--- src/design/perm_enum_pkg.sv ---
// Shared types, codes and defaults for the permutation enumerator.
package perm_enum_pkg;

  localparam int MAX_LEN_DEF     = 20;
  localparam int SYMBOL_BITS_DEF = 8;

  localparam int OPCODE_W = 2;
  localparam int SYM_W    = 8;
  localparam int STATUS_W = 2;
  localparam int COUNT_W  = 62;

  localparam logic [OPCODE_W-1:0] OP_CLEAR = 2'd0;
  localparam logic [OPCODE_W-1:0] OP_LOAD  = 2'd1;
  localparam logic [OPCODE_W-1:0] OP_NEXT  = 2'd2;

  localparam logic [STATUS_W-1:0] STAT_OK        = 2'd0;
  localparam logic [STATUS_W-1:0] STAT_LEN_ERR   = 2'd1;
  localparam logic [STATUS_W-1:0] STAT_EXHAUSTED = 2'd2;
  localparam logic [STATUS_W-1:0] STAT_OVERFLOW  = 2'd3;

  typedef enum logic [2:0] {
    ST_IDLE,
    ST_SINGLE,
    ST_K_SCAN,
    ST_L_SCAN,
    ST_REV_RD,
    ST_REV_WR,
    ST_SCAN,
    ST_COUNT
  } state_t;

  // Address source for the single read port of the position array.
  typedef enum logic [1:0] {
    RD_LAST,
    RD_IDX,
    RD_A,
    RD_B
  } rd_sel_t;

  typedef struct packed {
    logic                clear;
    logic                load;
    logic                init;
    logic                k_start;
    logic                k_step;
    logic                l_step;
    logic                rev_read;
    logic                rev_write;
    logic                scan_start;
    logic                scan_step;
    logic                push_sym;
    logic                push_single;
    logic [STATUS_W-1:0] status;
    rd_sel_t             rd_sel;
  } dp_cmd_t;

  typedef struct packed {
    logic len_lt2;
    logic len_full;
    logic started;
    logic finished;
    logic k_found;
    logic l_found;
    logic rev_done;
    logic scan_last;
    logic out_free;
    logic emit_en;
  } dp_stat_t;

endpackage

--- src/design/permutation_enumerator.sv ---
// Top level of the permutation enumerator: stream ports, controller and datapath.
//
//   channel   direction  signals                          payload
//   s_axis    in         tvalid tready tdata[15:0]        opcode, symbol
//   m_axis    out        tvalid tready tdata[71:0] tlast  out_symbol, perm_count, last
//                        tuser[1:0]                       status
//   cfg       in         cfg_we cfg_wdata                 emit_strings
//
// Clear and load finish in the idle state; an error or count-only result waits for a free output.
// Over the single read port of the position array, a request runs the pivot search, the
// swap-partner search, the tail reversal (a read and a write per swap) and the scan; the
// first request only scans. One symbol leaves per cycle while the output is not stalled.
// Reset (rst, synchronous) empties the store, clears the count and sets emit_strings.
// A stalled output holds the scan while strings are emitted; a new transfer is taken only between requests.
module permutation_enumerator import perm_enum_pkg::*; #(
  parameter int MAX_LEN     = MAX_LEN_DEF,
  parameter int SYMBOL_BITS = SYMBOL_BITS_DEF
) (
  input  logic        clk,
  input  logic        rst,
  input  logic        s_axis_tvalid,
  output logic        s_axis_tready,
  input  logic [15:0] s_axis_tdata,   // [1:0] opcode, [9:2] symbol, rest zero
  output logic        m_axis_tvalid,
  input  logic        m_axis_tready,
  output logic [71:0] m_axis_tdata,   // [7:0] out_symbol, [69:8] perm_count, rest zero
  output logic        m_axis_tlast,
  output logic [1:0]  m_axis_tuser,   // [1:0] status
  input  logic        cfg_we,
  input  logic        cfg_wdata
);

  dp_cmd_t             cmd;
  dp_stat_t            stat;
  logic [SYM_W-1:0]    out_symbol;
  logic [COUNT_W-1:0]  out_count;
  logic [STATUS_W-1:0] out_status;

  perm_enum_ctrl u_ctrl (
    .clk      (clk),
    .rst      (rst),
    .in_valid (s_axis_tvalid),
    .in_ready (s_axis_tready),
    .opcode   (s_axis_tdata[1:0]),
    .stat     (stat),
    .cmd      (cmd)
  );

  perm_enum_dp #(
    .MAX_LEN     (MAX_LEN),
    .SYMBOL_BITS (SYMBOL_BITS)
  ) u_dp (
    .clk        (clk),
    .rst        (rst),
    .symbol     (s_axis_tdata[9:2]),
    .cfg_we     (cfg_we),
    .cfg_wdata  (cfg_wdata),
    .cmd        (cmd),
    .stat       (stat),
    .out_valid  (m_axis_tvalid),
    .out_ready  (m_axis_tready),
    .out_symbol (out_symbol),
    .out_last   (m_axis_tlast),
    .out_status (out_status),
    .out_count  (out_count)
  );

  assign m_axis_tdata = {2'b00, out_count, out_symbol};
  assign m_axis_tuser = out_status;

endmodule

--- src/design/perm_enum_dp.sv ---
// Datapath: symbol store, position array, scan registers, count and output register.
module perm_enum_dp import perm_enum_pkg::*; #(
  parameter int MAX_LEN     = MAX_LEN_DEF,
  parameter int SYMBOL_BITS = SYMBOL_BITS_DEF
) (
  input  logic                clk,
  input  logic                rst,
  input  logic [SYM_W-1:0]    symbol,
  input  logic                cfg_we,
  input  logic                cfg_wdata,
  input  dp_cmd_t             cmd,
  output dp_stat_t            stat,
  output logic                out_valid,
  input  logic                out_ready,
  output logic [SYM_W-1:0]    out_symbol,
  output logic                out_last,
  output logic [STATUS_W-1:0] out_status,
  output logic [COUNT_W-1:0]  out_count
);

  localparam int IDX_W = (MAX_LEN > 1) ? $clog2(MAX_LEN) : 1;
  localparam int LEN_W = $clog2(MAX_LEN + 1);

  logic [SYMBOL_BITS-1:0] store [MAX_LEN];
  logic [IDX_W-1:0]       po [MAX_LEN];

  logic [LEN_W-1:0]   len;
  logic               started;
  logic               finished;
  logic               emit_strings;
  logic [COUNT_W-1:0] count;

  logic [IDX_W-1:0] idx;
  logic [IDX_W-1:0] k;
  logic [IDX_W-1:0] a;
  logic [IDX_W-1:0] b;
  logic [IDX_W-1:0] prev;
  logic [IDX_W-1:0] pk;
  logic [IDX_W-1:0] tmp;
  logic             asc;

  logic [IDX_W-1:0]       last_idx;
  logic [IDX_W-1:0]       rd_addr;
  logic [IDX_W-1:0]       rd;
  logic [SYMBOL_BITS-1:0] sym_rd;
  logic                   step_asc;
  logic                   out_free;

  assign last_idx = IDX_W'(len - LEN_W'(1));

  always_comb begin
    case (cmd.rd_sel)
      RD_LAST: rd_addr = last_idx;
      RD_IDX:  rd_addr = idx;
      RD_A:    rd_addr = a;
      RD_B:    rd_addr = b;
      default: rd_addr = idx;
    endcase
  end

  assign rd       = po[rd_addr];
  assign sym_rd   = store[rd];
  assign step_asc = (idx != '0) && (prev < rd);
  assign out_free = !out_valid || out_ready;

  assign stat.len_lt2   = len < LEN_W'(2);
  assign stat.len_full  = len == LEN_W'(MAX_LEN);
  assign stat.started   = started;
  assign stat.finished  = finished;
  assign stat.k_found   = rd < prev;
  assign stat.l_found   = rd > pk;
  assign stat.rev_done  = a >= b;
  assign stat.scan_last = idx == last_idx;
  assign stat.out_free  = out_free;
  assign stat.emit_en   = emit_strings;

  always_ff @(posedge clk) begin
    if (rst) begin
      len          <= '0;
      started      <= 1'b0;
      finished     <= 1'b0;
      emit_strings <= 1'b1;
      count        <= '0;
      out_valid    <= 1'b0;
    end else begin
      if (cfg_we) begin
        emit_strings <= cfg_wdata;
      end
      if (cmd.clear) begin
        len      <= '0;
        started  <= 1'b0;
        finished <= 1'b0;
        count    <= '0;
      end
      if (cmd.load) begin
        len      <= len + 1'b1;
        started  <= 1'b0;
        finished <= 1'b0;
      end
      if (cmd.init) begin
        started <= 1'b1;
      end
      if (cmd.scan_start) begin
        count <= count + 1'b1;
      end
      // The enumeration is done once the emitted order has no ascent left.
      if (cmd.scan_step && stat.scan_last) begin
        finished <= !(asc || step_asc);
      end
      if (cmd.push_sym || cmd.push_single) begin
        out_valid <= 1'b1;
      end else if (out_ready) begin
        out_valid <= 1'b0;
      end
    end
  end

  always_ff @(posedge clk) begin
    if (cmd.load) begin
      store[len[IDX_W-1:0]] <= SYMBOL_BITS'(symbol);
    end
    if (cmd.init) begin
      for (int i = 0; i < MAX_LEN; i++) begin
        po[i] <= IDX_W'(i);
      end
    end
    if (cmd.k_start) begin
      prev <= rd;
      idx  <= IDX_W'(len - LEN_W'(2));
    end
    // Pivot search runs from the right end toward the front.
    if (cmd.k_step) begin
      if (stat.k_found) begin
        k   <= idx;
        pk  <= rd;
        idx <= last_idx;
      end else begin
        prev <= rd;
        idx  <= idx - 1'b1;
      end
    end
    if (cmd.l_step) begin
      if (stat.l_found) begin
        po[k]   <= rd;
        po[idx] <= pk;
        a       <= k + 1'b1;
        b       <= last_idx;
      end else begin
        idx <= idx - 1'b1;
      end
    end
    if (cmd.rev_read) begin
      tmp <= rd;
    end
    if (cmd.rev_write) begin
      po[a] <= rd;
      po[b] <= tmp;
      a     <= a + 1'b1;
      b     <= b - 1'b1;
    end
    if (cmd.scan_start) begin
      idx <= '0;
      asc <= 1'b0;
    end
    if (cmd.scan_step) begin
      asc  <= asc || step_asc;
      prev <= rd;
      idx  <= idx + 1'b1;
    end
    if (cmd.push_sym) begin
      out_symbol <= SYM_W'(sym_rd);
      out_last   <= stat.scan_last;
      out_status <= STAT_OK;
      out_count  <= count;
    end else if (cmd.push_single) begin
      out_symbol <= '0;
      out_last   <= 1'b1;
      out_status <= cmd.status;
      out_count  <= count;
    end
  end

endmodule

--- src/design/perm_enum_ctrl.sv ---
// Controller: decodes input transfers and sequences the datapath through each request.
module perm_enum_ctrl import perm_enum_pkg::*; (
  input  logic                clk,
  input  logic                rst,
  input  logic                in_valid,
  output logic                in_ready,
  input  logic [OPCODE_W-1:0] opcode,
  input  dp_stat_t            stat,
  output dp_cmd_t             cmd
);

  state_t              state;
  state_t              state_next;
  logic [STATUS_W-1:0] res_status;
  logic [STATUS_W-1:0] res_status_next;

  always_ff @(posedge clk) begin
    if (rst) begin
      state      <= ST_IDLE;
      res_status <= STAT_OK;
    end else begin
      state      <= state_next;
      res_status <= res_status_next;
    end
  end

  always_comb begin
    state_next      = state;
    res_status_next = res_status;
    case (state)
      ST_IDLE: begin
        if (in_valid) begin
          case (opcode)
            OP_LOAD: begin
              if (stat.len_full) begin
                state_next      = ST_SINGLE;
                res_status_next = STAT_OVERFLOW;
              end
            end
            OP_NEXT: begin
              if (stat.len_lt2) begin
                state_next      = ST_SINGLE;
                res_status_next = STAT_LEN_ERR;
              end else if (stat.finished) begin
                state_next      = ST_SINGLE;
                res_status_next = STAT_EXHAUSTED;
              end else begin
                res_status_next = STAT_OK;
                state_next      = stat.started ? ST_K_SCAN : ST_SCAN;
              end
            end
            default: state_next = ST_IDLE;
          endcase
        end
      end
      ST_SINGLE: begin
        if (stat.out_free) state_next = ST_IDLE;
      end
      ST_K_SCAN: begin
        if (stat.k_found) state_next = ST_L_SCAN;
      end
      ST_L_SCAN: begin
        if (stat.l_found) state_next = ST_REV_RD;
      end
      ST_REV_RD: begin
        state_next = stat.rev_done ? ST_SCAN : ST_REV_WR;
      end
      ST_REV_WR: begin
        state_next = ST_REV_RD;
      end
      ST_SCAN: begin
        if ((!stat.emit_en || stat.out_free) && stat.scan_last) begin
          state_next = stat.emit_en ? ST_IDLE : ST_COUNT;
        end
      end
      ST_COUNT: begin
        if (stat.out_free) state_next = ST_IDLE;
      end
      default: state_next = ST_IDLE;
    endcase
  end

  always_comb begin
    cmd        = '0;
    cmd.status = res_status;
    cmd.rd_sel = RD_IDX;
    in_ready   = 1'b0;
    case (state)
      ST_IDLE: begin
        in_ready   = 1'b1;
        cmd.rd_sel = RD_LAST;
        if (in_valid) begin
          case (opcode)
            OP_CLEAR: cmd.clear = 1'b1;
            OP_LOAD:  cmd.load  = !stat.len_full;
            OP_NEXT: begin
              if (!stat.len_lt2 && !stat.finished) begin
                if (stat.started) begin
                  cmd.k_start = 1'b1;
                end else begin
                  cmd.init       = 1'b1;
                  cmd.scan_start = 1'b1;
                end
              end
            end
            default: cmd.clear = 1'b0;
          endcase
        end
      end
      ST_SINGLE: cmd.push_single = stat.out_free;
      ST_K_SCAN: cmd.k_step = 1'b1;
      ST_L_SCAN: cmd.l_step = 1'b1;
      ST_REV_RD: begin
        cmd.rd_sel = RD_A;
        if (stat.rev_done) begin
          cmd.scan_start = 1'b1;
        end else begin
          cmd.rev_read = 1'b1;
        end
      end
      ST_REV_WR: begin
        cmd.rd_sel    = RD_B;
        cmd.rev_write = 1'b1;
      end
      ST_SCAN: begin
        if (stat.emit_en) begin
          cmd.scan_step = stat.out_free;
          cmd.push_sym  = stat.out_free;
        end else begin
          cmd.scan_step = 1'b1;
        end
      end
      ST_COUNT: begin
        cmd.status      = STAT_OK;
        cmd.push_single = stat.out_free;
      end
      default: cmd.rd_sel = RD_IDX;
    endcase
  end

endmodule

--- config.mk ---
export PLATFORM = sky130hd
export DESIGN_NAME = permutation_enumerator
export DESIGN_NICKNAME = d
export VERILOG_FILES = /design/src/design/perm_enum_pkg.sv /design/src/design/permutation_enumerator.sv /design/src/design/perm_enum_dp.sv /design/src/design/perm_enum_ctrl.sv
export SDC_FILE = /design/constraint.sdc
export NUM_CORES = 1
export LEC_CHECK = 0
export CAP_MARGIN = 0
export CORE_ASPECT_RATIO = 1.5
export CORE_MARGIN = 5
export CORE_UTILIZATION = 40
export DETAILED_ROUTE_END_ITERATION = 7
export DONT_BUFFER_PORTS = 1
export PLACE_DENSITY_LB_ADDON = 0.05
export SYNTH_ARGS = -nofsm -noshare
export SYNTH_HDL_FRONTEND = slang
export SYNTH_HIERARCHICAL = 1
export SYNTH_SLANG_ARGS = --single-unit
export TNS_END_PERCENT = 30
--- constraint.sdc ---
create_clock -name clk -period 7.15 [get_ports clk]
set_input_delay 2.145 -clock clk [delete_from_list [all_inputs] [get_ports clk]]
set_output_delay 2.145 -clock clk [all_outputs]
set_load 0.1 [all_outputs]
After elaboration in Yosys (flattened, before gate mapping)
Memories as Yosys holds them, arrays and structs flattened.
Cells that the tools add are included.

operators by class
  add/subtract/negate cells = 9
  magnitude comparators = 5
  equal/unequal tests = 21
  mux-type cells = 99
  reductions and logical operators = 37

operator list
  kind                                                                     number
  62-bit 2-to-1 mux                                                        4
  5-bit 2-to-1 mux                                                         27
  62-bit by 1-bit adder with 62-bit output, second input constant          1
  1-bit 2-to-1 mux                                                         40
  3-bit 2-to-1 mux                                                         10
  3-bit case mux with 7 select lines                                       1
  5-bit by 1-bit adder with 5-bit output, second input constant            4
  5-bit case mux with 4 select lines                                       1
  5-bit OR reduction                                                       4
  2-bit 2-to-1 mux                                                         8
  8-bit 2-to-1 mux                                                         2
  2-bit nonzero test                                                       8
  5-bit by 1-bit subtractor with 5-bit output, second input constant       3
  3-bit equality test, second input constant                               4
  5-bit less-than comparator                                               2
  4-bit 2-to-1 mux                                                         2
  2-bit equality test, second input constant                               3
  3-bit by 2-bit equality test with 1-bit output, second input constant    2
  1-bit zero test                                                          6
  2-bit by 1-bit inequality test with 1-bit output, second input constant  3
  2-bit inequality test, second input constant                             3
  2-bit case mux with 3 select lines                                       1
  3-bit case mux with 2 select lines                                       1
  6-bit AND reduction                                                      1
  20 further kinds                                                         30

storage, ports and cells
  bits in registers = 185
  RAM bits = 260
  bits of input ports = 22
  logic and storage cells = 193
  memories = 2

memories
  name        depth  bits a word  rd ports  clocked after memory_dff  write ports  RTL line            source
  u_dp.store  20     8            1         0                         1            perm_enum_dp.sv:24  logic [SYMBOL_BITS-1:0] store [MAX_LEN];
  u_dp.po     20     5            1         0                         20           perm_enum_dp.sv:25  logic [IDX_W-1:0] po [MAX_LEN];

Logic depth before layout (Yosys ltp)
Gate-level depths: netlist of run 1.

  depth after elaboration = 13
  gate-level depth with buffers = 29

Hierarchy
The synthesis of run 1 kept the hierarchy.

modules (own cells, without submodules)
  module                  instances  cells an instance  area an instance (µm²)  seq. area each (µm²)
  perm_enum_dp            1          2,515              25,842.3                14,183.6
  perm_enum_ctrl          1          79                 589.3                   100.1
  permutation_enumerator  1          3                  18.8                    0.0

Worst setup path before layout of run 1
OpenSTA, ideal clock, no wires.

  kind = reg-to-reg
  from = register u_dp.len[0]
  to = memory u_dp/po[21][0] in the netlist's numbering, data pin
  setup time = 267 ps
  arrival time = 5,568 ps
  data required time = 6,883 ps
  setup slack = 1,315 ps
  cell stages (with the launch flop) = 25
  buffers on the path = 5
  cells stage by stage = dfxtp_1 buf_4 inv_1 ha_1 nor3b_2 mux2_2 nor2_2 buf_2 mux4_2 or2_1 a311oi_4 inv_2 buf_2 clkbuf_1 ha_1 nor2b_1 o21a_1 o21a_1 o21a_1 o211a_1 nand2_1 clkbuf_1 a211oi_1 mux2i_1 a21oi_1

RTL lines
  item                    RTL line            source
  from (decl)             perm_enum_dp.sv:27  logic [LEN_W-1:0] len;
  from (signal assigned)  perm_enum_dp.sv:96  len <= len + 1'b1;
  to (decl)               perm_enum_dp.sv:25

==> out/results.ini, run 1 <==
[status]
outcome=finished, final reports clean

[timing]
rsz0062_at_grt=false
tns_ns=0
slew_violations=0
setup_viol=0
hold_viol=0
slew_headroom_pct=8.43
period_share_pct=95.1
fin_crit_ns=6.80
fmax_ghz=0.147
fin_skew_ns=0.0377
setup_ws_ns=0.353
whs_ns=0.473
tightestPinTransition_ns=1.37

[power]
internal-power_mw=7.17
peakVddDrop_mv=0.717
seqPwrFrac_pct=33.7
power.switching_mw=6.83
pwr_density_cell_nw_per_um2=483
total_power_mw=14.0
switching_share_pct=48.8
clkPwrFrac_pct=19.2
p_comb_share_pct=47.1
leakagePower_nw=9.93

[setup_path]
endpoint_kind=flop
r2r_slack_ns=0.35
path_class=flop to flop
critPathLaunchType=flop
worstReg2RegStart=u_ctrl/state[2]
reg2regPathDepth=17
arrival_ns=7.17
cp_max_fo=18
reg2reg_to=u_dp/po[25][1]
worstPathRequired_ns=7.52
crit_path_start=u_ctrl/state[2]

[routing]
ant_nets=0
wire_per_inst_microns=26.0
drt_iter0_drc=1636
viasPerCell=5.91
via_count=20400
wirelength_mm=90.0
dr.pass1.iters=6
drcViolationCount=0

[worst_hold_path]
hold_depth=0
min_to=u_dp/out_count[61]
hold_path.class=flop to flop
hold_path.startpoint=u_dp/count[61]

[synthesis]
post-synth-top-area-cell=edfxtp_1
ys.flop_type=edfxtp_1
synthTopCellsByCount=edfxtp_1, nand2_1, nor2_1, a21oi_1, nand3_1
netlist_area_sq_um=26500
synth_most_common_cell=edfxtp_1
ys_warn_count=6
synth.area.top_cells=edfxtp_1, dfxtp_1, mux2i_1
avgSynthCellArea_sq_um=10.2
syn_inst=2597
synth-edff-count=417
async_reset_ff_share_pct=0
synth_cell_types=83
synth_top_area_share_pct=47.3
yosysSeqAreaShare_pct=54.0
synth-seq-cells=505

[die]
design.core.area_sq_um=65600
initial_core_util_pct=40.3
die_w_microns=220
row_count=115
ioPinCount=99
die_area_sq_um=71500
die_h_microns=325

[cells_and_area]
final_nets=2600
n_antenna_cell=0
instances_no_fill=3458
layout-drive-gt1-share_pct=8.64
final_util_pct=44.2
nFillCells=6286
area_delta_synth_final_pct=9.58
final_area_sq_um=29000

[global_route]
overflow=0
antenna_found_initial=0
grt_use_total_pct=24.6
grt_max_degree=101
grt_pass1_vias=20000
grt_pass1_wl_mm=132

[clocking]
cts-hold-fix-buffers=0
cts_tree=yes
cts.sinks=505
cts_setup_buffers=0
root_buffer=clkbuf_16
clkTransAtPathRegs_ns=0.07
cts_resized=0
cts_buffer_depth=3
cts-buffers-inserted=51
ctsHtreeMaxLevel=2
clkLatencyLatePin_ns=0.63

[placed_design]
place_worst_setup_slack_ns=0.452
placed_cell_area_sq_um=27300
dp_cells=3364
dp_hpwl_mm=59.5
gp_congestion=0.980
port_buffers=0

[flow_run]
max_cap_violations=0

area by class of cell:
| type | instances | area (sq um) | area share [%] |
|---|---|---|---|
| flip-flops and latches | 505 | 14300 | 49.3 |
| multi-input cells | 1839 | 11100 | 38.3 |
| clock buffers | 72 | 1470 | 5.06 |
| well taps | 877 | 1100 | 3.79 |
| repair buffers | 71 | 558 | 1.93 |
| inverters | 72 | 273 | 0.941 |
| clock inverters | 22 | 195 | 0.673 |
kinds of logic (layout without fill, tap and decap cells):
family          after synthesis  count (layout)  synth area share, %
mux                         193             193                 7.86
flops                       505             505                 54.0
compound gates              546             546                 13.2
buf+inv                     254             237                 4.10
other cells                   1               2               0.0142
fa+ha+maj                    38              38                 1.80
simple gates               1038            1038                 18.3
xor+xnor                     22              22                0.728
worst max-delay path, cell delays in order, from the launching register on:
cell      delay (ns)
dfxtp_1         0.61
nand2b_1        0.16
inv_1           0.48
mux4_2          0.85
buf_4           0.34
nand2_1         0.09
and3_1          0.17
a311oi_1        0.07
o32ai_1         0.75
nor3_4          0.13
ha_1            0.33
and3_1          0.19
nand3_1         0.18
o211a_1         0.38
nand2_1         0.50
a211oi_1        0.92
mux2i_1         0.29
a21oi_1         0.09
state kept, by name (all words and copies together), names as in the netlist, 2 cells and up:
signal and count:
u_dp/count 62, u_dp/tmp 5, u_dp/k 5, u_dp/len 5, u_dp/idx 5, u_dp/a 5, u_ctrl/state 3, u_dp/store 160
u_dp/out_symbol 8, u_dp/po 160, u_dp/prev 5, u_ctrl/res_status 2, u_dp/out_status 2, u_dp/b 5, u_dp/pk 5, u_dp/out_count 62
routing by layer:
layer / share of wire (%) / GRT usage (%) / vias to the layer above
met5: 0 / 0 / -
met4: 6.9 / 14.0 / 0
met3: 6.5 / 4.51 / 248
met2: 50 / 42.2 / 797
met1: 37 / 28.6 / 9930
li1: - / - / 9455
cell usage in the layout, fill, tap and decap left out, types with 10 or more instances in the layout:
cell type  netlist  layout
a211oi_1        16      16
a21oi_1        211     211
a221oi_1        14      14
a22oi_1         18      18
a311oi_1        10      10
a31oi_1         53      53
a32oi_1         29      29
and2_1          29      29
and3_1          33      33
buf_4           17      69
clkbuf_1       111      11
clkbuf_16        0      52
clkinv_2         1      15
dfxtp_1         88      88
edfxtp_1       417     417
ha_1            38      38
inv_1           67      66
mux2_2          27      27
mux2i_1        157     157
nand2_1        320     320
nand2b_1        12      11
nand3_1        159     159
nand4_1         16      16
nor2_1         297     297
nor2b_1         12      12
nor3_1          47      44
nor3b_1         16      16
nor4_1          11      11
o211ai_1        26      26
o21a_1          26      26
o21ai_0         67      67
o22ai_1         10      10
or3_1           25      25
or4_1           18      18
xnor2_1         16      16
power groups by stage:
stage	registers (mW)	clock network, mW	logic [mW]
after detailed placement	4.78	0	6.50
final	4.72	2.69	6.60
after floorplan	4.69	0	4.33
after global routing	4.74	2.88	7.00
after CTS	4.73	2.77	6.51
after global placement	4.78	0	6.45
how the worst max path moves through the flow:
stage,end,cells after the start
floorplan,u_dp/po[21][0],24
finish,u_dp/po[25][1],17
detailed placement,u_dp/po[25][1],17
global placement,u_dp/po[17][1],19
global route,u_dp/po[25][0],17
CTS,u_dp/po[25][1],17
Power figures use the tool's default switching activity.
==> inputs of run 2 (changes only) <==
--- a/config.mk
+++ b/config.mk
@@ -8,7 +8,7 @@
 export CAP_MARGIN = 0
 export CORE_ASPECT_RATIO = 1.5
 export CORE_MARGIN = 5
-export CORE_UTILIZATION = 40
+export CORE_UTILIZATION = 64
 export DETAILED_ROUTE_END_ITERATION = 7
 export DONT_BUFFER_PORTS = 1
 export PLACE_DENSITY_LB_ADDON = 0.05
==> run 2 against run 1 <==
Against the previous run: the flow now finishes with violations (design-rule violations); global-route usage increased by 9.9 points; largest cell class unchanged; wire length decreased by 10%; power decreased by 2.1%; hold slack improved by 0.0072 ns; critical endpoint is now u_dp/po[19][1]; sequential power about the same; sequential share of layout area increased by 0.97 points.
==> out/results.ini, run 2 (synthesis results as in run 1) <==
[power]
p_comb_share_pct=47.4  ; +0.3 points
pwr_density_cell_nw_per_um2=482  ; -0.16%
switching_share_pct=48.7  ; -0.059 points
peakVddDrop_mv=0.857  ; +20%
power.switching_mw=6.68  ; -2.2%
internal-power_mw=7.03  ; -2.0%
total_power_mw=13.7  ; -2.1%
seqPwrFrac_pct=34.5  ; +0.8 points
leakagePower_nw=9.88  ; -0.52%
clkPwrFrac_pct=18.1  ; -1.1 points

[placed_design]
dp_hpwl_mm=52.3  ; -12%
port_buffers=0  ; unchanged
gp_congestion=1.09  ; +11%

[routing]
drcViolationCount=1  ; +1
wire_per_inst_microns=26.1  ; +0.24%
ant_nets=0  ; unchanged
via_count=21300  ; +4.2%
drt_iter0_drc=2378  ; +45%
wirelength_mm=80.6  ; -10%
viasPerCell=6.89  ; +17%
dr.pass1.iters=8  ; +2

[timing]
hold_viol=0  ; unchanged
tns_ns=0  ; unchanged
fmax_ghz=0.144  ; -2.3%
slew_violations=0  ; unchanged
whs_ns=0.480  ; +0.00716 ns
setup_viol=0  ; unchanged
fin_skew_ns=0.0268  ; -0.0108 ns
tightestPinTransition_ns=1.38  ; +0.0111 ns
slew_headroom_pct=7.18  ; -1.2 points
fin_crit_ns=6.96  ; +0.162 ns
period_share_pct=97.3  ; +2.3 points
rsz0062_at_grt=false

[clocking]
clkLatencyLatePin_ns=0.59  ; -0.04 ns
root_buffer=clkbuf_16
clkTransAtPathRegs_ns=0.07  ; about the same
cts_setup_buffers=0  ; unchanged
cts-hold-fix-buffers=0  ; unchanged
cts_tree=yes
ctsHtreeMaxLevel=2  ; unchanged
cts.sinks=505  ; unchanged
cts_resized=0  ; unchanged
cts_buffer_depth=3  ; unchanged
cts-buffers-inserted=46  ; -9.8%

[setup_path]
slowest_stage=mux4_2
endpoint_kind=flop
critPathTopFamily=simple AND/OR/NAND/NOR gates
critPathLaunchType=flop
worstPathBufferInverterCount=4  ; +2
worstPathRequired_ns=7.45  ; -0.07 ns
max_stage_delay_ns=0.81  ; -0.11 ns
worst_path_most_repeated_cell=o21a_1
worstPathCellList=nand2b_1, inv_1, mux4_2, buf_12, nor3_1, a22oi_1, nand3_1, nand4_1, inv_1, ha_1, nor2b_1, o21a_1, o21a_1, o21a_1, o211a_1, nand3_1, buf_4, o21ai_0, or4_1
path_class=flop to flop
cp_max_fo=29  ; +11
arrival_ns=7.26  ; +0.09 ns

[die]
initial_core_util_pct=64.5  ; +24 points
ioPinCount=99  ; unchanged
design.core.area_sq_um=41000  ; -38%
die_area_sq_um=45600  ; -36%
die_w_microns=176  ; -20%
row_count=91  ; -21%
die_h_microns=259  ; -20%

[flow_run]
max_cap_violations=0  ; unchanged

[cells_and_area]
area_delta_synth_final_pct=7.46
final_common_cell=edfxtp_1
final_cell_mix=edfxtp_1, nand2_1, nor2_1
n_antenna_cell=0  ; unchanged
nFillCells=3097  ; -51%
final_nets=2602  ; +0.077%
layout-drive-gt1-share_pct=8.38  ; -0.26 points

[global_route]
overflow=0  ; unchanged
grt_pass1_wl_mm=121  ; -8.4%
grt_pass1_vias=20500  ; +2.4%
antenna_found_initial=1  ; +1
grt_max_degree=101  ; unchanged
grt_use_total_pct=34.5  ; +9.9 points

[status]
failed_checks=design-rule violations
outcome=finished, violations left

[worst_hold_path]
hold_path.class=flop to flop

[run 2: cell type report]
| class | instances | area (sq um) | area share (%) |
|---|---|---|---|
| multi-input cells | 1839 | 11100 | 39.1 |
| well taps | 511 | 639 | 2.25 |
| clock inverters | 21 | 239 | 0.841 |
| inverters | 72 | 272 | 0.955 |
| flip-flops and latches | 505 | 14300 | 50.3 |
| repair buffers | 78 | 611 | 2.15 |
| clock buffers | 64 | 1280 | 4.50 |
[run 2: metal layers]
metal / wire, microns / up-vias / global-route usage, % / share of wire, %
li1: - / 9470 / - / -
met1: 27600 / 10100 / 40.2 / 34
met2: 38600 / 1304 / 56.9 / 48
met3: 7640 / 415 / 7.53 / 9.5
met4: 6800 / 2 / 23.8 / 8.4
met5: 13 / - / 0 / 0.016
[run 2: final timing paths]
check	endpoint	slack [ns]	startpoint	depth (start not counted)
setup / recovery	u_dp/po[19][1]	0.19	u_ctrl/state[2]	19
setup reg to reg	u_dp/po[19][1]	0.19	u_ctrl/state[2]	19
hold reg to reg	u_dp/out_count[15]	0.48	u_dp/count[15]	0
hold / removal	u_dp/out_count[15]	0.48	u_dp/count[15]	0
[run 2: power groups by stage]
stage               combinational (mW)  sequential, mW  clock [mW]
floorplan                         4.33            4.69           0
global placement                  6.08            4.79           0
detailed placement                6.24            4.79           0
CTS                               6.27            4.74        2.51
global route                      6.78            4.75        2.63
finish                            6.49            4.73        2.48
[run 2: through the flow]
stage / util, % / setup WS, ns / area, sq um / std cells
after floorplan: - / 1.32 / 26500 / 2598
after global placement: 65.6 / 0.792 / 26900 / 3005
after detailed placement: 65.6 / 0.627 / 26900 / 3005
after CTS: 69.3 / 0.592 / 28400 / 3090
after global routing: 69.3 / 0.106 / 28400 / 3090
final: 69.3 / 0.191 / 28400 / 3090
[run 2: worst register-to-register path, cell delays in order (launching register included)]
cell      delay, ns
dfxtp_1        0.61
nand2b_1       0.16
inv_1          0.59
mux4_2         0.82
buf_12         0.26
nor3_1         0.76
a22oi_1        0.21
nand3_1        0.31
nand4_1        0.24
inv_1          0.13
ha_1           0.15
nor2b_1        0.04
o21a_1         0.16
o21a_1         0.16
o21a_1         0.21
o211a_1        0.34
nand3_1        0.45
buf_4          0.25
o21ai_0        0.23
or4_1          0.60
